## src/hw/rtl/tps_pkg.sv

```systemverilog
`default_nettype none
package tps_pkg;

  typedef enum logic [2:0] {
    ACT_TICK    = 3'd0,
    ACT_NOTIFY  = 3'd1,
    ACT_MUSIC   = 3'd2,
    ACT_EFFECTS = 3'd3,
    ACT_SILENCE = 3'd4
  } act_t;

  localparam logic [1:0] VOICE_BASS = 2'd0;
  localparam logic [1:0] VOICE_LEAD = 2'd1;
  localparam logic [1:0] VOICE_PERC = 2'd2;
  localparam logic [1:0] VOICE_FX   = 2'd3;

  localparam logic [11:0] FREQ_KICK     = 12'd82;
  localparam logic [11:0] FREQ_HAT      = 12'd2489;
  localparam logic [11:0] FREQ_TAIL_HI  = 12'd1319;
  localparam logic [11:0] FREQ_TAIL_LO  = 12'd784;
  localparam logic [11:0] FREQ_FX_HI    = 12'd880;
  localparam logic [11:0] FREQ_FX_LO    = 12'd523;

  localparam logic [7:0] DUR_BASS = 8'd220;
  localparam logic [7:0] DUR_LEAD = 8'd90;
  localparam logic [7:0] DUR_KICK = 8'd45;
  localparam logic [7:0] DUR_HAT  = 8'd12;
  localparam logic [7:0] DUR_TAIL = 8'd65;
  localparam logic [7:0] DUR_FX   = 8'd45;

  localparam int QDEPTH = 2;

  typedef struct packed {
    act_t        act;
    logic [31:0] now_ms;
    logic        enable;
    logic        name_resolved;
  } cmd_t;

  typedef struct packed {
    logic [1:0]  voice;
    logic        is_stop;
    logic [11:0] freq_hz;
    logic [7:0]  duration_ms;
  } note_t;

  typedef struct packed {
    logic full;
    logic empty;
  } qstat_t;

  function automatic note_t mk_note(input logic [1:0] v, input logic s,
                                    input logic [11:0] f, input logic [7:0] d);
    note_t n;
    n.voice       = v;
    n.is_stop     = s;
    n.freq_hz     = f;
    n.duration_ms = d;
    return n;
  endfunction

  function automatic logic [11:0] bass_freq(input logic [1:0] chord);
    logic [11:0] f;
    case (chord)
      2'd0: f = 12'd147;
      2'd1: f = 12'd131;
      2'd2: f = 12'd117;
      2'd3: f = 12'd110;
      default: f = 12'd0;
    endcase
    return f;
  endfunction

  function automatic logic [1:0] arp_idx(input logic [2:0] pos);
    logic [1:0] i;
    case (pos)
      3'd0: i = 2'd0;
      3'd1: i = 2'd2;
      3'd2: i = 2'd1;
      3'd3: i = 2'd3;
      3'd4: i = 2'd2;
      3'd5: i = 2'd1;
      3'd6: i = 2'd0;
      3'd7: i = 2'd2;
      default: i = 2'd0;
    endcase
    return i;
  endfunction

  function automatic logic [11:0] lead_freq(input logic [1:0] chord,
                                            input logic [2:0] pos);
    logic [11:0] f;
    case ({chord, arp_idx(pos)})
      4'd0:  f = 12'd294;
      4'd1:  f = 12'd349;
      4'd2:  f = 12'd440;
      4'd3:  f = 12'd587;
      4'd4:  f = 12'd262;
      4'd5:  f = 12'd330;
      4'd6:  f = 12'd392;
      4'd7:  f = 12'd524;
      4'd8:  f = 12'd233;
      4'd9:  f = 12'd294;
      4'd10: f = 12'd349;
      4'd11: f = 12'd466;
      4'd12: f = 12'd220;
      4'd13: f = 12'd262;
      4'd14: f = 12'd330;
      4'd15: f = 12'd440;
      default: f = 12'd0;
    endcase
    return f;
  endfunction

endpackage
`default_nettype wire

```

## src/hw/rtl/tps_front.sv

```systemverilog
`default_nettype none
module tps_front (
  input  wire logic           in_valid,
  output logic                in_stall,
  input  wire logic [2:0]     in_action,
  input  wire logic [31:0]    in_now_ms,
  input  wire logic           in_enable,
  input  wire logic           in_name_resolved,
  input  wire tps_pkg::qstat_t q_stat,
  output logic                q_push,
  output tps_pkg::cmd_t       q_cmd
);

  logic known;

  always_comb begin
    case (in_action)
      tps_pkg::ACT_TICK,
      tps_pkg::ACT_NOTIFY,
      tps_pkg::ACT_MUSIC,
      tps_pkg::ACT_EFFECTS,
      tps_pkg::ACT_SILENCE: known = 1'b1;
      default:              known = 1'b0;
    endcase
  end

  // Items with an unknown action are taken and dropped here.
  assign in_stall            = q_stat.full;
  assign q_push              = in_valid && !q_stat.full && known;
  assign q_cmd.act           = tps_pkg::act_t'(in_action);
  assign q_cmd.now_ms        = in_now_ms;
  assign q_cmd.enable        = in_enable;
  assign q_cmd.name_resolved = in_name_resolved;

endmodule
`default_nettype wire

```

## src/hw/rtl/tps_queue.sv

```systemverilog
`default_nettype none
module tps_queue (
  input  wire logic           clk,
  input  wire logic           rst_n,
  input  wire logic           push,
  input  wire tps_pkg::cmd_t  push_cmd,
  input  wire logic           pop,
  output tps_pkg::cmd_t       head,
  output tps_pkg::qstat_t     stat
);

  localparam int PW = $clog2(tps_pkg::QDEPTH);
  localparam int CW = $clog2(tps_pkg::QDEPTH + 1);
  localparam logic [PW-1:0] PTR_LAST = PW'(tps_pkg::QDEPTH - 1);
  localparam logic [CW-1:0] CNT_FULL = CW'(tps_pkg::QDEPTH);

  tps_pkg::cmd_t   slot_r [tps_pkg::QDEPTH];
  logic [PW-1:0]   wr_ptr_r, rd_ptr_r;
  logic [CW-1:0]   cnt_r;

  always_ff @(posedge clk) begin
    if (push) begin
      slot_r[wr_ptr_r] <= push_cmd;
    end
  end

  always_ff @(posedge clk) begin
    if (!rst_n) begin
      wr_ptr_r <= '0;
      rd_ptr_r <= '0;
      cnt_r    <= '0;
    end else begin
      if (push) begin
        wr_ptr_r <= (wr_ptr_r == PTR_LAST) ? '0 : wr_ptr_r + PW'(1);
      end
      if (pop) begin
        rd_ptr_r <= (rd_ptr_r == PTR_LAST) ? '0 : rd_ptr_r + PW'(1);
      end
      if (push && !pop) begin
        cnt_r <= cnt_r + CW'(1);
      end else if (pop && !push) begin
        cnt_r <= cnt_r - CW'(1);
      end
    end
  end

  assign head       = slot_r[rd_ptr_r];
  assign stat.full  = (cnt_r == CNT_FULL);
  assign stat.empty = (cnt_r == '0);

endmodule
`default_nettype wire

```

## src/hw/rtl/tps_back.sv

```systemverilog
`default_nettype none
module tps_back (
  input  wire logic            clk,
  input  wire logic            rst_n,
  input  wire logic [15:0]     beat_period_ms,
  input  wire logic [15:0]     tail_delay_ms,
  input  wire logic [15:0]     effect_window_ms,
  input  wire tps_pkg::qstat_t q_stat,
  input  wire tps_pkg::cmd_t   q_head,
  output logic                 q_pop,
  output logic                 out_valid,
  input  wire logic            out_stall,
  output tps_pkg::note_t       out_note,
  output logic                 out_last
);

  localparam int NSLOTS    = 5;
  localparam int SW        = $clog2(NSLOTS);
  localparam int SLOT_BASS = 0;
  localparam int SLOT_LEAD = 1;
  localparam int SLOT_PERC = 2;
  localparam int SLOT_FXA  = 3;
  localparam int SLOT_FXB  = 4;
  localparam int DIV_STEPS = 32;
  localparam int CNTW      = $clog2(DIV_STEPS);
  localparam logic [CNTW-1:0] CNT_LAST = CNTW'(DIV_STEPS - 1);

  typedef enum logic [2:0] {
    ST_IDLE,
    ST_DIV,
    ST_NOTES,
    ST_FX,
    ST_EMIT
  } state_t;

  state_t          state_r, state_nxt;
  logic            music_on_r, music_on_nxt;
  logic            effects_on_r, effects_on_nxt;
  logic [6:0]      step_r, step_nxt;
  logic [31:0]     last_beat_r, last_beat_nxt;
  logic [31:0]     last_fx_r, last_fx_nxt;
  logic            fx_pend_r, fx_pend_nxt;
  logic            pend_named_r, pend_named_nxt;
  logic            play_named_r, play_named_nxt;
  logic            tail_due_r, tail_due_nxt;
  logic            fx_tvalid_r, fx_tvalid_nxt;
  logic [31:0]     now_r, now_nxt;
  logic [31:0]     dvd_r, dvd_nxt;
  logic [15:0]     rem_r, rem_nxt;
  logic [CNTW-1:0] cnt_r, cnt_nxt;
  logic [NSLOTS-1:0] mask_r, mask_nxt;
  tps_pkg::note_t  slot_r [NSLOTS];
  tps_pkg::note_t  slot_nxt [NSLOTS];
  logic            out_valid_r, out_valid_nxt;
  tps_pkg::note_t  out_note_r, out_note_nxt;
  logic            out_last_r, out_last_nxt;

  logic [15:0]       period_w;
  logic [31:0]       head_el;
  logic [16:0]       rem_sh, rem_sub;
  logic              div_ge;
  logic [6:0]        step_s;
  logic [1:0]        chord;
  logic [31:0]       fx_el;
  logic              tail_go, fx_go;
  logic [SW-1:0]     pick;
  logic [NSLOTS-1:0] mask_rest;
  logic              out_free;

  assign period_w  = (beat_period_ms == 16'd0) ? 16'd1 : beat_period_ms;
  assign head_el   = q_head.now_ms - last_beat_r;
  assign rem_sh    = {rem_r, dvd_r[31]};
  assign div_ge    = rem_sh >= {1'b0, period_w};
  assign rem_sub   = rem_sh - {1'b0, period_w};
  assign step_s    = step_r + dvd_r[6:0] - 7'd1;
  assign chord     = step_s[6:5];
  assign fx_el     = now_r - last_fx_r;
  assign tail_go   = tail_due_r && (fx_el >= {16'd0, tail_delay_ms});
  assign fx_go     = effects_on_r && fx_pend_r &&
                     (!fx_tvalid_r || (fx_el >= {16'd0, effect_window_ms}));
  assign out_free  = !out_valid_r || !out_stall;
  assign q_pop     = (state_r == ST_IDLE) && !q_stat.empty;
  assign mask_rest = mask_r & ~(NSLOTS'(1) << pick);

  always_comb begin
    pick = '0;
    for (int i = NSLOTS - 1; i >= 0; i--) begin
      if (mask_r[i]) begin
        pick = SW'(i);
      end
    end
  end

  always_comb begin
    state_nxt      = state_r;
    music_on_nxt   = music_on_r;
    effects_on_nxt = effects_on_r;
    step_nxt       = step_r;
    last_beat_nxt  = last_beat_r;
    last_fx_nxt    = last_fx_r;
    fx_pend_nxt    = fx_pend_r;
    pend_named_nxt = pend_named_r;
    play_named_nxt = play_named_r;
    tail_due_nxt   = tail_due_r;
    fx_tvalid_nxt  = fx_tvalid_r;
    now_nxt        = now_r;
    dvd_nxt        = dvd_r;
    rem_nxt        = rem_r;
    cnt_nxt        = cnt_r;
    mask_nxt       = mask_r;
    slot_nxt       = slot_r;
    out_valid_nxt  = out_valid_r && out_stall;
    out_note_nxt   = out_note_r;
    out_last_nxt   = out_last_r;

    case (state_r)
      ST_IDLE: begin
        if (q_pop) begin
          slot_nxt[SLOT_BASS] = tps_pkg::mk_note(tps_pkg::VOICE_BASS, 1'b1, '0, '0);
          slot_nxt[SLOT_LEAD] = tps_pkg::mk_note(tps_pkg::VOICE_LEAD, 1'b1, '0, '0);
          slot_nxt[SLOT_PERC] = tps_pkg::mk_note(tps_pkg::VOICE_PERC, 1'b1, '0, '0);
          slot_nxt[SLOT_FXA]  = tps_pkg::mk_note(tps_pkg::VOICE_FX, 1'b1, '0, '0);
          case (q_head.act)
            tps_pkg::ACT_TICK: begin
              now_nxt = q_head.now_ms;
              if (music_on_r && (head_el >= {16'd0, period_w})) begin
                dvd_nxt   = head_el;
                rem_nxt   = '0;
                cnt_nxt   = '0;
                state_nxt = ST_DIV;
              end else begin
                state_nxt = ST_FX;
              end
            end
            tps_pkg::ACT_NOTIFY: begin
              if (effects_on_r) begin
                fx_pend_nxt    = 1'b1;
                pend_named_nxt = pend_named_r || q_head.name_resolved;
              end
            end
            tps_pkg::ACT_MUSIC: begin
              music_on_nxt  = q_head.enable;
              step_nxt      = '0;
              last_beat_nxt = q_head.now_ms - {16'd0, beat_period_ms};
              if (!q_head.enable) begin
                mask_nxt[SLOT_BASS] = 1'b1;
                mask_nxt[SLOT_LEAD] = 1'b1;
                mask_nxt[SLOT_PERC] = 1'b1;
                state_nxt           = ST_EMIT;
              end
            end
            tps_pkg::ACT_EFFECTS: begin
              effects_on_nxt = q_head.enable;
              fx_pend_nxt    = 1'b0;
              pend_named_nxt = 1'b0;
              tail_due_nxt   = 1'b0;
              fx_tvalid_nxt  = 1'b0;
              if (!q_head.enable) begin
                mask_nxt[SLOT_FXA] = 1'b1;
                state_nxt          = ST_EMIT;
              end
            end
            tps_pkg::ACT_SILENCE: begin
              music_on_nxt        = 1'b0;
              step_nxt            = '0;
              last_beat_nxt       = 32'd0 - {16'd0, beat_period_ms};
              effects_on_nxt      = 1'b0;
              fx_pend_nxt         = 1'b0;
              pend_named_nxt      = 1'b0;
              tail_due_nxt        = 1'b0;
              fx_tvalid_nxt       = 1'b0;
              mask_nxt[SLOT_BASS] = 1'b1;
              mask_nxt[SLOT_LEAD] = 1'b1;
              mask_nxt[SLOT_PERC] = 1'b1;
              mask_nxt[SLOT_FXA]  = 1'b1;
              state_nxt           = ST_EMIT;
            end
            default: begin
            end
          endcase
        end
      end
      ST_DIV: begin
        rem_nxt = div_ge ? rem_sub[15:0] : rem_sh[15:0];
        dvd_nxt = {dvd_r[30:0], div_ge};
        cnt_nxt = cnt_r + CNTW'(1);
        if (cnt_r == CNT_LAST) begin
          state_nxt = ST_NOTES;
        end
      end
      ST_NOTES: begin
        slot_nxt[SLOT_BASS] = tps_pkg::mk_note(tps_pkg::VOICE_BASS, 1'b0,
                                               tps_pkg::bass_freq(chord), tps_pkg::DUR_BASS);
        slot_nxt[SLOT_LEAD] = tps_pkg::mk_note(tps_pkg::VOICE_LEAD, 1'b0,
                                               tps_pkg::lead_freq(chord, step_s[2:0]),
                                               tps_pkg::DUR_LEAD);
        if (step_s[1:0] == 2'd0) begin
          slot_nxt[SLOT_PERC] = tps_pkg::mk_note(tps_pkg::VOICE_PERC, 1'b0,
                                                 tps_pkg::FREQ_KICK, tps_pkg::DUR_KICK);
        end else begin
          slot_nxt[SLOT_PERC] = tps_pkg::mk_note(tps_pkg::VOICE_PERC, 1'b0,
                                                 tps_pkg::FREQ_HAT, tps_pkg::DUR_HAT);
        end
        mask_nxt[SLOT_BASS] = !step_s[0];
        mask_nxt[SLOT_LEAD] = 1'b1;
        mask_nxt[SLOT_PERC] = (step_s[1:0] == 2'd0) || step_s[0];
        step_nxt            = step_s + 7'd1;
        last_beat_nxt       = now_r;
        state_nxt           = ST_FX;
      end
      ST_FX: begin
        if (tail_go) begin
          slot_nxt[SLOT_FXA] = tps_pkg::mk_note(tps_pkg::VOICE_FX, 1'b0,
              play_named_r ? tps_pkg::FREQ_TAIL_HI : tps_pkg::FREQ_TAIL_LO,
              tps_pkg::DUR_TAIL);
          mask_nxt[SLOT_FXA] = 1'b1;
          tail_due_nxt       = 1'b0;
        end
        if (fx_go) begin
          slot_nxt[SLOT_FXB] = tps_pkg::mk_note(tps_pkg::VOICE_FX, 1'b0,
              pend_named_r ? tps_pkg::FREQ_FX_HI : tps_pkg::FREQ_FX_LO,
              tps_pkg::DUR_FX);
          mask_nxt[SLOT_FXB] = 1'b1;
          play_named_nxt     = pend_named_r;
          fx_pend_nxt        = 1'b0;
          pend_named_nxt     = 1'b0;
          last_fx_nxt        = now_r;
          fx_tvalid_nxt      = 1'b1;
          tail_due_nxt       = 1'b1;
        end
        state_nxt = ST_EMIT;
      end
      ST_EMIT: begin
        if (mask_r == '0) begin
          state_nxt = ST_IDLE;
        end else if (out_free) begin
          out_valid_nxt = 1'b1;
          out_note_nxt  = slot_r[pick];
          out_last_nxt  = (mask_rest == '0);
          mask_nxt      = mask_rest;
          if (mask_rest == '0) begin
            state_nxt = ST_IDLE;
          end
        end
      end
      default: begin
        state_nxt = ST_IDLE;
      end
    endcase
  end

  always_ff @(posedge clk) begin
    if (!rst_n) begin
      state_r      <= ST_IDLE;
      music_on_r   <= 1'b0;
      effects_on_r <= 1'b0;
      step_r       <= '0;
      last_beat_r  <= '0;
      last_fx_r    <= '0;
      fx_pend_r    <= 1'b0;
      pend_named_r <= 1'b0;
      play_named_r <= 1'b0;
      tail_due_r   <= 1'b0;
      fx_tvalid_r  <= 1'b0;
      cnt_r        <= '0;
      mask_r       <= '0;
      out_valid_r  <= 1'b0;
    end else begin
      state_r      <= state_nxt;
      music_on_r   <= music_on_nxt;
      effects_on_r <= effects_on_nxt;
      step_r       <= step_nxt;
      last_beat_r  <= last_beat_nxt;
      last_fx_r    <= last_fx_nxt;
      fx_pend_r    <= fx_pend_nxt;
      pend_named_r <= pend_named_nxt;
      play_named_r <= play_named_nxt;
      tail_due_r   <= tail_due_nxt;
      fx_tvalid_r  <= fx_tvalid_nxt;
      cnt_r        <= cnt_nxt;
      mask_r       <= mask_nxt;
      out_valid_r  <= out_valid_nxt;
    end
    now_r      <= now_nxt;
    dvd_r      <= dvd_nxt;
    rem_r      <= rem_nxt;
    slot_r     <= slot_nxt;
    out_note_r <= out_note_nxt;
    out_last_r <= out_last_nxt;
  end

  assign out_valid = out_valid_r;
  assign out_note  = out_note_r;
  assign out_last  = out_last_r;

endmodule
`default_nettype wire

```

## src/hw/rtl/tone_pattern_sequencer_core.sv

```systemverilog
// A tick that plays a step holds the command engine through the 32-step serial divider,
// which works out how many beats have passed, then through note building, effects and
// emitting its commands; other ticks skip the divider and note building. Notify is
// handled on the pop alone; set music, set effects and silence emit any stops after it.
// Synchronous active-low reset clears the control state and restores register defaults;
// data registers such as the queue slots and the output note are not reset.
`default_nettype none
module tone_pattern_sequencer_core (
  input  wire logic        clk,
  input  wire logic        rst_n,
  input  wire logic        in_valid,
  output logic             in_stall,
  input  wire logic [2:0]  in_action,
  input  wire logic [31:0] in_now_ms,
  input  wire logic        in_enable,
  input  wire logic        in_name_resolved,
  output logic             out_valid,
  input  wire logic        out_stall,
  output logic [1:0]       out_voice,
  output logic             out_is_stop,
  output logic [11:0]      out_freq_hz,
  output logic [7:0]       out_duration_ms,
  output logic             out_last,
  input  wire logic        psel,
  input  wire logic        penable,
  input  wire logic        pwrite,
  input  wire logic [3:0]  paddr,
  input  wire logic [31:0] pwdata,
  output logic [31:0]      prdata,
  output logic             pready
);

  localparam logic [1:0] REG_BEAT   = 2'd0;
  localparam logic [1:0] REG_TAIL   = 2'd1;
  localparam logic [1:0] REG_WINDOW = 2'd2;

  logic [15:0] beat_r, tail_r, window_r;
  logic        cfg_wr;

  tps_pkg::qstat_t q_stat;
  tps_pkg::cmd_t   q_cmd, q_head;
  logic            q_push, q_pop;
  tps_pkg::note_t  out_note;

  assign pready = 1'b1;
  assign cfg_wr = psel && penable && pwrite && pready;

  always_ff @(posedge clk) begin
    if (!rst_n) begin
      beat_r   <= 16'd134;
      tail_r   <= 16'd65;
      window_r <= 16'd750;
    end else if (cfg_wr) begin
      case (paddr[3:2])
        REG_BEAT:   beat_r   <= pwdata[15:0];
        REG_TAIL:   tail_r   <= pwdata[15:0];
        REG_WINDOW: window_r <= pwdata[15:0];
        default: begin
        end
      endcase
    end
  end

  always_comb begin
    case (paddr[3:2])
      REG_BEAT:   prdata = {16'd0, beat_r};
      REG_TAIL:   prdata = {16'd0, tail_r};
      REG_WINDOW: prdata = {16'd0, window_r};
      default:    prdata = '0;
    endcase
  end

  tps_front u_front (
    .in_valid         (in_valid),
    .in_stall         (in_stall),
    .in_action        (in_action),
    .in_now_ms        (in_now_ms),
    .in_enable        (in_enable),
    .in_name_resolved (in_name_resolved),
    .q_stat           (q_stat),
    .q_push           (q_push),
    .q_cmd            (q_cmd)
  );

  tps_queue u_queue (
    .clk      (clk),
    .rst_n    (rst_n),
    .push     (q_push),
    .push_cmd (q_cmd),
    .pop      (q_pop),
    .head     (q_head),
    .stat     (q_stat)
  );

  tps_back u_back (
    .clk              (clk),
    .rst_n            (rst_n),
    .beat_period_ms   (beat_r),
    .tail_delay_ms    (tail_r),
    .effect_window_ms (window_r),
    .q_stat           (q_stat),
    .q_head           (q_head),
    .q_pop            (q_pop),
    .out_valid        (out_valid),
    .out_stall        (out_stall),
    .out_note         (out_note),
    .out_last         (out_last)
  );

  assign out_voice       = out_note.voice;
  assign out_is_stop     = out_note.is_stop;
  assign out_freq_hz     = out_note.freq_hz;
  assign out_duration_ms = out_note.duration_ms;

  a_push_not_full: assert property (@(posedge clk) disable iff (!rst_n)
    q_push |-> !q_stat.full)
    else $error("item pushed into a full queue");

  a_pop_not_empty: assert property (@(posedge clk) disable iff (!rst_n)
    q_pop |-> !q_stat.empty)
    else $error("item popped from an empty queue");

  a_queue_status: assert property (@(posedge clk) disable iff (!rst_n)
    !(q_stat.full && q_stat.empty))
    else $error("queue reports full and empty together");

endmodule
`default_nettype wire
```

## config.mk

```make
export PLATFORM = sky130hd
export DESIGN_NAME = tone_pattern_sequencer_core
export DESIGN_NICKNAME = d
export VERILOG_FILES = /design/src/hw/rtl/tps_pkg.sv /design/src/hw/rtl/tps_front.sv /design/src/hw/rtl/tps_queue.sv /design/src/hw/rtl/tps_back.sv /design/src/hw/rtl/tone_pattern_sequencer_core.sv
export SDC_FILE = /design/constraint.sdc
export NUM_CORES = 1
export LEC_CHECK = 0
export ABC_AREA = 0
export ABC_CLOCK_PERIOD_IN_PS = 7550
export BUFFER_PORTS_ARGS = -buffer_cell sky130_fd_sc_hd__buf_2
export CORE_ASPECT_RATIO = 2
export CORE_MARGIN = 2
export CORE_UTILIZATION = 62
export CTS_CLUSTER_SIZE = 40
export DETAILED_ROUTE_END_ITERATION = 8
export GPL_TIMING_DRIVEN = 1
export PLACE_DENSITY = 0.81
export REMOVE_ABC_BUFFERS = 1
export SYNTH_ARGS = -nofsm -noshare
export SYNTH_HDL_FRONTEND = slang
export SYNTH_SLANG_ARGS = --single-unit
```

## constraint.sdc

```tcl
create_clock -name clk -period 7.55 [get_ports clk]
set_input_delay 1.51 -clock clk [delete_from_list [all_inputs] [get_ports clk]]
set_output_delay 1.51 -clock clk [all_outputs]
set_load 0.05 [all_outputs]
```

# After elaboration in Yosys (flattened, before gate mapping)
# Memories as Yosys holds them, arrays and structs flattened. A register that Yosys moved wholly into a read port is not among the register bits.
# Cells that the tools add are included.
dict set report totals {
  latch_bits 0
  ram_bits 74
  inputBits 80
  out_inout_bits 59
  regBits 352
  mem_bits_ro 176
  n_memories 3
}
# memory depth width read_ports rd_clocked_by_memory_dff wr line_no
set memory_table {}
lappend memory_table {{(no name shown)} 16 10 1 0 0 tps_pkg.sv:93} ;# case ({chord, arp_idx(pos)})
lappend memory_table {u_queue.slot_r 2 37 1 1 1 tps_queue.sv:17} ;# tps_pkg::cmd_t slot_r [tps_pkg::QDEPTH];
lappend memory_table {{(no name shown)} 8 2 1 0 0 tps_pkg.sv:76} ;# case (pos)
dict set report classes {
  n_addsub 13
  bitwise_logic 4
  order_cmp 5
  n_shift 1
  muxes 88
  div 0
  mul 0
  eq_ne 40
  n_reduce_logical 67
}
# operator count
set op_table {}
lappend op_table {{$pmux 32 s2} 3}
lappend op_table {{$pmux 69 s2} 1}
lappend op_table {{$mux 32} 4}
lappend op_table {{$ge 32x16->1} 3}
lappend op_table {{$mux 92} 1}
lappend op_table {{$mux 16} 5}
lappend op_table {{$bmux 23 s3} 1}
lappend op_table {{$mux 23} 3}
lappend op_table {{$sub 32x32->32} 2}
lappend op_table {{$pmux 12 s4} 1}
lappend op_table {{$pmux 16 s3} 1}
lappend op_table {{$pmux 23 s2} 1}
lappend op_table {{$mux 3} 12}
lappend op_table {{$pmux 16 s2} 1}
lappend op_table {{$sub 32x16->32} 1}
lappend op_table {{$mux 5} 5}
lappend op_table {{$mux 1} 22}
lappend op_table {{$reduce_and 3->1} 7}
lappend op_table {{$mux 20} 1}
lappend op_table {{$pmux 1 s2} 10}
lappend op_table {{$eq 3x2->1 const B} 6}
lappend op_table {{$ne 3x3->1 const B} 6}
lappend op_table {{$pmux 3 s3} 2}
lappend op_table {{$ge 17x16->1} 1}
lappend op_table {{51 further kinds} 118}

# Longest topological paths before layout
# Gate-level depths: netlist of run 1.
dict set report logic_depth {
  word_depth 13
  depth_mapped 24
  depth_no_buf 20
}

# By module
# A second synthesis of run 1 with hierarchy kept.
dict set report unflattened {
  hier_cells 2418
  hier_area_um2 22619.2
}
# module cells_per_inst n_inst area_per_inst_um2
set modules_own_cells {}
lappend modules_own_cells {tps_back 1978 1 17060.1}
lappend modules_own_cells {tps_queue 137 1 2896.5}
lappend modules_own_cells {tone_pattern_sequencer_core 263 1 2363.5}
lappend modules_own_cells {tps_front 40 1 299.0}

# Worst setup path before layout of run 1
# OpenSTA, ideal clock, no wires.
dict set report synth_timing {
  path_kind {flip-flop to flip-flop}
  startpoint {register (tool-made name)}
  endpoint {register u_back.dvd_r[0], enable pin}
  stages_incl_launch_ff 25
  required_ns 7.142
  arrival_time_ns 6.012
  setup_slack_ns 1.130
  n_path_buf 4
  synth_period_minus_slack_ns 6.420
  path_cell_list {dfxtp_1 buf_2 buf_1 clkbuf_1 buf_1 mux2i_1 inv_1 ha_1 nor2b_1 o31a_1 o21ai_0 nand2b_1 and2_1 o21a_1 nor2_1 xnor2_1 ha_1 o21a_1 o2111ai_1 o21ai_0 a21boi_0 nand4b_1 nor4_1 a211oi_2 or2_1}
}
# element line_no
set synth_rtl {}
lappend synth_rtl {{to (signal assigned)} tps_back.sv:285} ;# dvd_r <= dvd_nxt;
lappend synth_rtl {{to (decl)} tps_back.sv:48} ;# logic [31:0] dvd_r, dvd_nxt;

==> results.txt, run 1 <==
DP HPWL: 48000 µm
Synthesized area: 22680 µm²
Worst endpoint required time: 7.85 ns
Placed insts: 2992
Starting Density: 62.50%
Top_reg_cell synth: edfxtp_1
R2r endpoint: u_back.dvd_r[16]
Worst reg2reg path depth: 21
Flop-to-flop setup slack: 1.46 ns
H-tree level count: 1
Synth unique cells: 92
Yosys reg bits: 350
Clk Latency, worst-skew pair: 0.61 ns
Drt first-iter violations: 1090
Max_slew headroom: 16.22%
Worst setup path class: flop to flop
Cell area after layout: 24430 µm²
M1 wire length: 22470 µm
FP Rows: 99
Max Fclk: 164.2 MHz
Post-DP Area: 23380 µm²
Initial antenna violation count: 0
Synth top area share: 27.14%
Clk_skew: 0.02481 ns
Post-cts hold buffer count: 0
Synth warnings: 0
Grt ovf: 0
Fin cells: 3050
Final setup viols: 0
Core Region: 36290 µm²
Fin. Hold Viols: 0
Port Buffers: 103
Layout cell share with drive strength beyond 1: 9.245%
Clock sink count: 350
Met3 WL: 2820 µm
EDFF count, synth: 205
Hold WC Path Type: flop to flop
Hold_sp: u_back.last_fx_r[17]
Top cells by area, synth: edfxtp_1 (27%), dfxtp_1 (13%), ha_1 (9.2%)
Status: finished clean
CTS clk-pin slew, worst paths: 0.07 ns
P&R area growth vs syn: 7.706%
Slew Limit Fails: 0
Setup_tns: 0 ns
CTS Buf Count: 31
Routed vias: 19260
Avg Synthesized Cell Area: 8.959 µm²
Global placer's final weighted congestion: 0.9702
Min cycle time layout: 6.090 ns
Via density: 6.315
CTS tree: yes
Root Driver: clkbuf_16
WP data arrival: 6.39 ns
Slew @ Worst Pin: 1.257 ns
Crit. End Element: flop
Wirelength, routed: 63150 µm
Die area: 38220 µm²
Gr usage total: 32.12%
RSZ-0062 raised after global routing: no
Hold path cells: 2
First-pass GRT wire length: 98350 µm
Pin count of the biggest net entering global routing: 96
Final design utilization: 67.31%
Final worst-path cycle share: 80.66%
IO Count: 139
Post-CTS setup buffers: 0
Nets@finish: 2822
Top sig layer: met4
Pre-Repair DR Iteration Count: 5
Max-cap violations: 0
Die height: 274.5 µm
Leak pwr: 0.009208 µW
Hold path endpoint: u_back.last_fx_r[17]
DR WL met2: 32640 µm
CP max FO: 32
Post-synthesis sequential area ratio: 39.94%
Post-cts resize count: 0
Post-synth ARST share: 0%
Die Span X: 139.3 µm
Startpoint Class: flop
Vias in the first global route: 19550
Antenna Cells: 0
Pwr per Cell Area: 373.9 nW/µm²
Worst vdd ir: 0.2987 mV
Synth area leader: edfxtp_1
Remaining DRCs: 0
Post-Syn Instances: 2532
Clk buf depth: 3
Remaining antenna violation count: 0
Drt wl/cell: 20.70 µm
## synthesized netlist by cell type (37+ instances only)
master and n:
o21ai_0 124, nand2_1 377, mux2i_1 76, o211ai_1 44, nor2_1 136, xor2_1 39
a21o_1 40, edfxtp_1 205, nor3_1 56, nand3_1 82, ha_1 166, clkbuf_1 84
inv_1 194, xnor2_1 73, dfxtp_1 145, a21boi_0 37, a21oi_1 181
## critical path: stages, from the launching register on
cell       delay (ns)
dfxtp_2          0.56
mux2i_1          0.33
inv_1            0.16
ha_1             0.31
nor2b_1          0.14
o31a_1           0.27
o21ai_0          0.23
nand2b_1         0.11
and2_1           0.20
o21a_1           0.17
nor2_1           0.11
xnor2_1          0.10
ha_1             0.24
a2111oi_0        0.32
o21a_1           0.24
o21ai_0          0.22
a21boi_0         0.21
nand4b_1         0.17
nor4_1           0.54
a211oi_2         0.23
or2_2            0.55
buf_4            0.37
## registers in the layout, indices dropped and copies added, names as in the netlist, 23 cells and up, named ones only
name / count
u_queue.slot_r: 74
u_back.dvd_r: 32
u_back.last_beat_r: 32
u_back.last_fx_r: 32
u_back.now_r: 32
u_back.slot_r: 27
u_back.out_note: 23
## cells by family (layout without fill, tap and decap cells)
logic type,after synthesis,in the layout,synth area share [%]
AO/OA/AOI/OAI,644,644,18.66
multiplexers,104,104,4.744
AND/OR/NAND/NOR,818,818,16.54
flip-flops,350,350,39.94
XOR/XNOR,112,112,4.325
other,2,17,0.03311
buffers and inverters,330,379,6.128
adder cells (fa/ha/maj),172,172,9.642
## metrics by stage
step                      hold WS, ns  setup slack (ns)  total power [µW]
final                          0.4603             1.460              9135
after global routing           0.4749             1.176              9697
after CTS                      0.4645             1.612              9072
after detailed placement       0.4474             1.618              7396
after global placement         0.4378             1.689              7239
after floorplan                0.4296             1.601              6103
## final cells by class
type                    count  area [µm²]
flip-flops and latches    350        9060
clock inverters            15       146.4
well taps                 454       568.0
multi-input cells        1867       12330
fillers                  2944       11860
inverters                 195       732.0
clock buffers              43       904.6
repair buffers            126       690.7
## power breakdown
| group | switching [µW] | total (µW) | internal (µW) |
|---|---|---|---|
| registers | 182 | 2710 | 2530 |
| clock network | 754 | 1670 | 913 |
| logic | 3060 | 4760 | 1700 |
## cell usage in the layout, fill, tap and decap left out, types with 11 or more instances in the layout
| cell type | netlist | routed |
|---|---|---|
| a211oi_1 | 25 | 25 |
| a21boi_0 | 37 | 37 |
| a21o_1 | 40 | 40 |
| a21oi_1 | 181 | 180 |
| a31oi_1 | 15 | 15 |
| and2_1 | 17 | 17 |
| and3_1 | 17 | 17 |
| buf_2 | 15 | 102 |
| buf_4 | 17 | 24 |
| clkbuf_16 | 0 | 34 |
| conb_1 | 2 | 17 |
| dfxtp_1 | 145 | 144 |
| edfxtp_1 | 205 | 205 |
| ha_1 | 166 | 166 |
| inv_1 | 194 | 194 |
| mux2_2 | 28 | 28 |
| mux2i_1 | 76 | 76 |
| nand2_1 | 377 | 377 |
| nand2b_1 | 19 | 19 |
| nand3_1 | 82 | 82 |
| nand4_1 | 21 | 21 |
| nor2_1 | 136 | 133 |
| nor2b_1 | 19 | 19 |
| nor3_1 | 56 | 55 |
| nor4_1 | 13 | 13 |
| o2111ai_1 | 11 | 11 |
| o211ai_1 | 44 | 44 |
| o21a_1 | 24 | 24 |
| o21ai_0 | 124 | 124 |
| o21ai_1 | 16 | 16 |
| o21bai_1 | 13 | 13 |
| or3_1 | 18 | 18 |
| xnor2_1 | 73 | 73 |
| xor2_1 | 39 | 39 |
## routing by layer
metal | global-route usage (%) | up-vias
li1 | - | 9123
met1 | 32.81 | 9103
met2 | 59.65 | 749
met3 | 3.109 | 287
met4 | 24.77 | 0
met5 | 0 | -
## worst max-delay path by stage
stage,start,to,slack [ns]
final,flop,u_back.dvd_r[16],1.46
after global routing,flop,u_back.rem_r[1],1.18
after CTS,flop,u_back.rem_r[1],1.61
after detailed placement,flop,u_back.rem_r[2],1.62
after global placement,flop,u_back.rem_r[1],1.69
after floorplan,flop,u_back.dvd_r[0],1.60
No activity file was read; power rests on OpenSTA's default activity.
==> run 2: changes to the inputs <==
--- a/config.mk
+++ b/config.mk
@@ -6,7 +6,7 @@
 export NUM_CORES = 1
 export LEC_CHECK = 0
 export ABC_AREA = 0
-export ABC_CLOCK_PERIOD_IN_PS = 7550
+export ABC_CLOCK_PERIOD_IN_PS = 6300
 export BUFFER_PORTS_ARGS = -buffer_cell sky130_fd_sc_hd__buf_2
 export CORE_ASPECT_RATIO = 2
 export CORE_MARGIN = 2
==> constraint.sdc (replaced) <==
create_clock -name clk -period 6.3 [get_ports clk]
set_input_delay 1.26 -clock clk [delete_from_list [all_inputs] [get_ports clk]]
set_output_delay 1.26 -clock clk [all_outputs]
set_load 0.05 [all_outputs]
==> results.txt, run 2 (same netlist as run 1, synthesis figures left out) <==
Status: finished clean
Most common cell after layout, fill and taps aside: nand2_1
Routed vias: 19220
Fin. Hold Viols: 0
Port Buffers: 103
Worst setup path class: flop to flop
CP max FO: 48
IO Count: 139
Startpoint Class: flop
P&R area growth vs syn: 8.208%
Pre-Repair DR Iteration Count: 6
Leak pwr: 0.009277 µW
CP peak stage delay: 0.52 ns
Slew @ Worst Pin: 0.9226 ns
Crit-path leading delay family: compound AO/OA/AOI/OAI gates
Worst path slowest cell: dfxtp_2
Max_slew headroom: 38.21%
CP bufs+invs: 2
Worst vdd ir: 0.4277 mV
Fin cells: 3060
Global placer's final weighted congestion: 1.011
WP data arrival: 5.92 ns
Root Driver: clkbuf_16
Core Region: 36290 µm²
Via density: 6.282
Clock sink count: 350
Worst endpoint required time: 6.56 ns
Layout cell share with drive strength beyond 1: 9.593%
CTS clk-pin slew, worst paths: 0.06 ns
H-tree level count: 2
Die area: 38220 µm²
Antenna Cells: 0
Pin count of the biggest net entering global routing: 75
CP Cell Sequence: mux2i_1, inv_1, ha_1, nor2b_1, o31a_1, o21ai_0, nand2b_1, and2_1, o21a_1, nor2_1, xnor2_1, ha_1, a2111oi_0, o21a_1, o21ai_0, a21boi_0, nand4b_1, nor4_1, a211oi_2, or2_2, buf_12
Placed insts: 2999
Clk Latency, worst-skew pair: 0.54 ns
Die Span X: 139.3 µm
Vias in the first global route: 19490
Post-CTS setup buffers: 0
CTS Buf Count: 34
Min cycle time layout: 5.662 ns
Max Fclk: 176.6 MHz
Clk buf depth: 3
Final worst-path cycle share: 89.88%
Pwr per Cell Area: 450.2 nW/µm²
Drt wl/cell: 20.79 µm
Most frequent cells in the layout: nand2_1 (377), edfxtp_1 (205), inv_1 (194)
Remaining DRCs: 0
Grt ovf: 0
Crit. End Element: flop
Post-cts resize count: 0
Final setup viols: 0
Remaining antenna violation count: 0
Starting Density: 62.50%
Wirelength, routed: 63620 µm
Clk_skew: 0.01697 ns
Drt first-iter violations: 1291
Slew Limit Fails: 0
Post-cts hold buffer count: 0
FP Rows: 99
Setup_tns: 0 ns
Nets@finish: 2832
RSZ-0062 raised after global routing: no
CTS tree: yes
Hold WC Path Type: flop to flop
Tot Pwr: 11050 µW
Gr usage total: 32.45%
Die height: 274.5 µm
Max-cap violations: 0
DP HPWL: 48150 µm
First-pass GRT wire length: 98700 µm
Initial antenna violation count: 0
Largest register FFs: 74
Reg with most FFs: u_queue.slot_r
-- run 2: cell count changes in the layout (fill, tap and decap cells not counted), sizes merged --
cell / change
buf: +7
clkbuf: -4
clkinv: +10
inv: -3
-- run 2: layer usage --
metal | track usage [%] | routed length [µm] | up-vias
met5 | 0 | 0 | -
met3 | 3.388 | 2973 | 224
met4 | 20.02 | 4297 | 0
met2 | 62.72 | 34090 | 709
met1 | 32.94 | 22270 | 9173
li1 | - | - | 9118
-- run 2: power by group --
part | switching, µW | internal, µW | total (µW)
Sequential | 212 | 3030 | 3240
Clock | 917 | 1150 | 2070
Combinational | 3680 | 2070 | 5740
-- run 2: worst reg2reg max path, stage by stage (launching register included) --
cell and delay [ns]:
dfxtp_2 0.52, mux2i_1 0.34, inv_1 0.16, ha_1 0.31, nor2b_1 0.13, o31a_1 0.28, o21ai_0 0.19, nand2b_1 0.09
and2_1 0.19, o21a_1 0.17, nor2_1 0.11, xnor2_1 0.10, ha_1 0.24, a2111oi_0 0.45, o21a_1 0.25, o21ai_0 0.23
a21boi_0 0.23, nand4b_1 0.20, nor4_1 0.41, a211oi_2 0.22, or2_2 0.34, buf_12 0.21
-- run 2: area by class of cell --
| cell class | count | area [µm²] |
|---|---|---|
| inverters | 195 | 732.0 |
| repair buffers | 133 | 755.7 |
| multi-input cells | 1867 | 12330 |
| well taps | 454 | 568.0 |
| clock inverters | 22 | 166.4 |
| flip-flops and latches | 350 | 9060 |
| clock buffers | 39 | 933.4 |
| fillers | 2936 | 11750 |
-- run 2: worst paths after layout --
path | start | to | slack (ns) | cells after the start
setup / recovery | flop | u_back.rem_r[1] | 0.64 | 21
hold / removal | u_back.last_fx_r[11] | u_back.last_fx_r[11] | 0.46 | 2
setup reg to reg | flop | u_back.rem_r[1] | 0.64 | 21
hold reg to reg | u_back.last_fx_r[11] | u_back.last_fx_r[11] | 0.46 | 2
-- run 2: through the flow --
stage | util (%) | worst slack [ns] | hold slack [ns] | area (µm²)
detailed placement | 64.60 | 0.7990 | 0.4476 | 23450
global route | 67.63 | 0.3523 | 0.4751 | 24540
finish | 67.63 | 0.6375 | 0.4552 | 24540
global placement | 64.60 | 0.9239 | 0.4418 | 23450
CTS | 67.63 | 0.7432 | 0.4582 | 24540
floorplan | - | 0.3505 | 0.4296 | 22080
==> run 3: changes to the inputs <==
--- a/config.mk
+++ b/config.mk
@@ -7,7 +7,7 @@
 export LEC_CHECK = 0
 export ABC_AREA = 0
 export ABC_CLOCK_PERIOD_IN_PS = 6300
-export BUFFER_PORTS_ARGS = -buffer_cell sky130_fd_sc_hd__buf_2
+export BUFFER_PORTS_ARGS = -buffer_cell sky130_fd_sc_hd__clkbuf_2
 export CORE_ASPECT_RATIO = 2
 export CORE_MARGIN = 2
 export CORE_UTILIZATION = 62
==> results.txt, run 3 (same netlist as run 1, synthesis figures left out) <==
Drt wl/cell: 20.81 µm
Most common cell after layout, fill and taps aside: nand2_1
Clock sink count: 350
Clk_skew: 0.01961 ns
CTS Buf Count: 34
CTS tree: yes
Starting Density: 62.50%
Crit. End Element: flop
Fin. Hold Viols: 0
CTS clk-pin slew, worst paths: 0.06 ns
Worst reg2reg path depth: 20
Die height: 274.5 µm
Max Fclk: 171.7 MHz
Initial antenna violation count: 1
Setup ws final: 0.4743 ns
Crit path to: u_back.rem_r[4]
Largest register FFs: 74
Pre-Repair DR Iteration Count: 6
Met2 usage: 62.10%
Via density: 6.312
Final worst-path cycle share: 92.47%
CP max FO: 48
M3 GR Usage: 2.986%
Flop-to-flop setup slack: 0.47 ns
RSZ-0062 raised after global routing: no
Root Driver: clkbuf_16
Remaining antenna violation count: 0
Die area: 38220 µm²
Reg with most FFs: u_queue.slot_r
Slew Limit Fails: 0
Die Span X: 139.3 µm
Clk buf depth: 3
Core Region: 36290 µm²
R2r endpoint: u_back.rem_r[4]
WP data arrival: 6.02 ns
Max-cap violations: 0
Pwr per Cell Area: 452.2 nW/µm²
Layout cell share with drive strength beyond 1: 9.839%
Post-CTS setup buffers: 0
GR met1 Demand/Resource: 33.15%
Wirelength, routed: 63800 µm
Grt ovf: 0
First-pass GRT wire length: 98130 µm
Final design utilization: 67.84%
Hold WC Path Type: flop to flop
Vias in the first global route: 19230
Status: finished clean
P&R area growth vs syn: 8.544%
Worst setup path class: flop to flop
Worst slack, placed: 0.6182 ns
GRT busiest layer: met2
Startpoint Class: flop
Setup_tns: 0 ns
Remaining DRCs: 0
Post-cts resize count: 0
Drt first-iter violations: 1170
Worst vdd ir: 0.3755 mV
Post-cts hold buffer count: 0
Antenna Cells: 0
Hold Slack: 0.4577 ns
Min cycle time layout: 5.826 ns
Slew @ Worst Pin: 1.363 ns
Routed vias: 19350
IO Count: 139
Gr usage total: 32.28%
Most frequent cells in the layout: nand2_1 (377), edfxtp_1 (205), inv_1 (194)
Port Buffers: 103
Worst endpoint required time: 6.49 ns
Max_slew headroom: 9.139%
Pin count of the biggest net entering global routing: 72
Nets@finish: 2837
DP HPWL: 48630 µm
Leak pwr: 0.009336 µW
Final setup viols: 0
FP Rows: 99
Global placer's final weighted congestion: 0.9806
Clk Latency, worst-skew pair: 0.54 ns
H-tree level count: 2
==> run 3: where the power goes <==
part / leakage [µW] / internal (µW) / total [µW] / switching, µW
clock: 0.000568 / 1220 / 2130 / 910
combinational: 0.00570 / 2070 / 5750 / 3680
sequential: 0.00307 / 3030 / 3250 / 219
total: 0.00934 / 6320 / 11100 / 4810
==> run 3: metal layers <==
| layer | share of wire [%] | wire length, µm | up-vias |
|---|---|---|---|
| met5 | 0 | 0 | - |
| met4 | 6.6 | 4194 | 0 |
| met3 | 4.8 | 3087 | 223 |
| met2 | 53 | 34060 | 759 |
| met1 | 35 | 22470 | 9224 |
| li1 | - | - | 9148 |
==> run 3: stage by stage <==
step           cells  power (µW)  cell area (µm²)
5_1_grt         3066       11790            24620
3_3_place_gp    3004        8711            23470
6_report        3066       11130            24620
3_5_place_dp    3004        8910            23470
2_1_floorplan   2412        7314            22080
4_1_cts         3066       11060            24620
==> run 3: critical path, stage by stage (launching register included) <==
cell	delay [ns]
dfxtp_2	0.49
mux2i_1	0.32
inv_1	0.17
ha_1	0.31
nor2b_1	0.14
o31a_1	0.28
o21ai_0	0.16
nand2b_1	0.09
and2_1	0.20
a221oi_1	0.30
xnor2_1	0.20
ha_1	0.29
a21o_1	0.19
a211oi_1	0.22
o21ai_0	0.27
a21boi_0	0.23
nand4b_1	0.17
nor4_1	0.53
a211oi_2	0.24
or2_2	0.31
buf_4	0.32
==> run 3: final cells by class <==
cell class,instances,area [µm²]
clock inverter,11,125.1
multi-input combinational,1867,12330
fill,2971,11670
inverter,195,732.0
sequential,350,9060
tap,454,568.0
timing repair buffer,138,780.7
clock buffer,51,1026
==> run 3: how the worst min path moves through the flow <==
| stage | start | end | slack [ns] | cells past startpoint |
|---|---|---|---|---|
| 2_1_floorplan | u_back.tail_due_r | u_back.tail_due_r | 0.43 | 2 |
| 6_report | u_back.tail_due_r | u_back.tail_due_r | 0.46 | 2 |
| 3_3_place_gp | u_back.last_fx_r[22] | u_back.last_fx_r[22] | 0.44 | 2 |
| 5_1_grt | u_back.last_fx_r[24] | u_back.last_fx_r[24] | 0.48 | 2 |
| 3_5_place_dp | u_back.last_fx_r[11] | u_back.last_fx_r[11] | 0.45 | 2 |
| 4_1_cts | u_back.last_fx_r[12] | u_back.last_fx_r[12] | 0.46 | 2 |
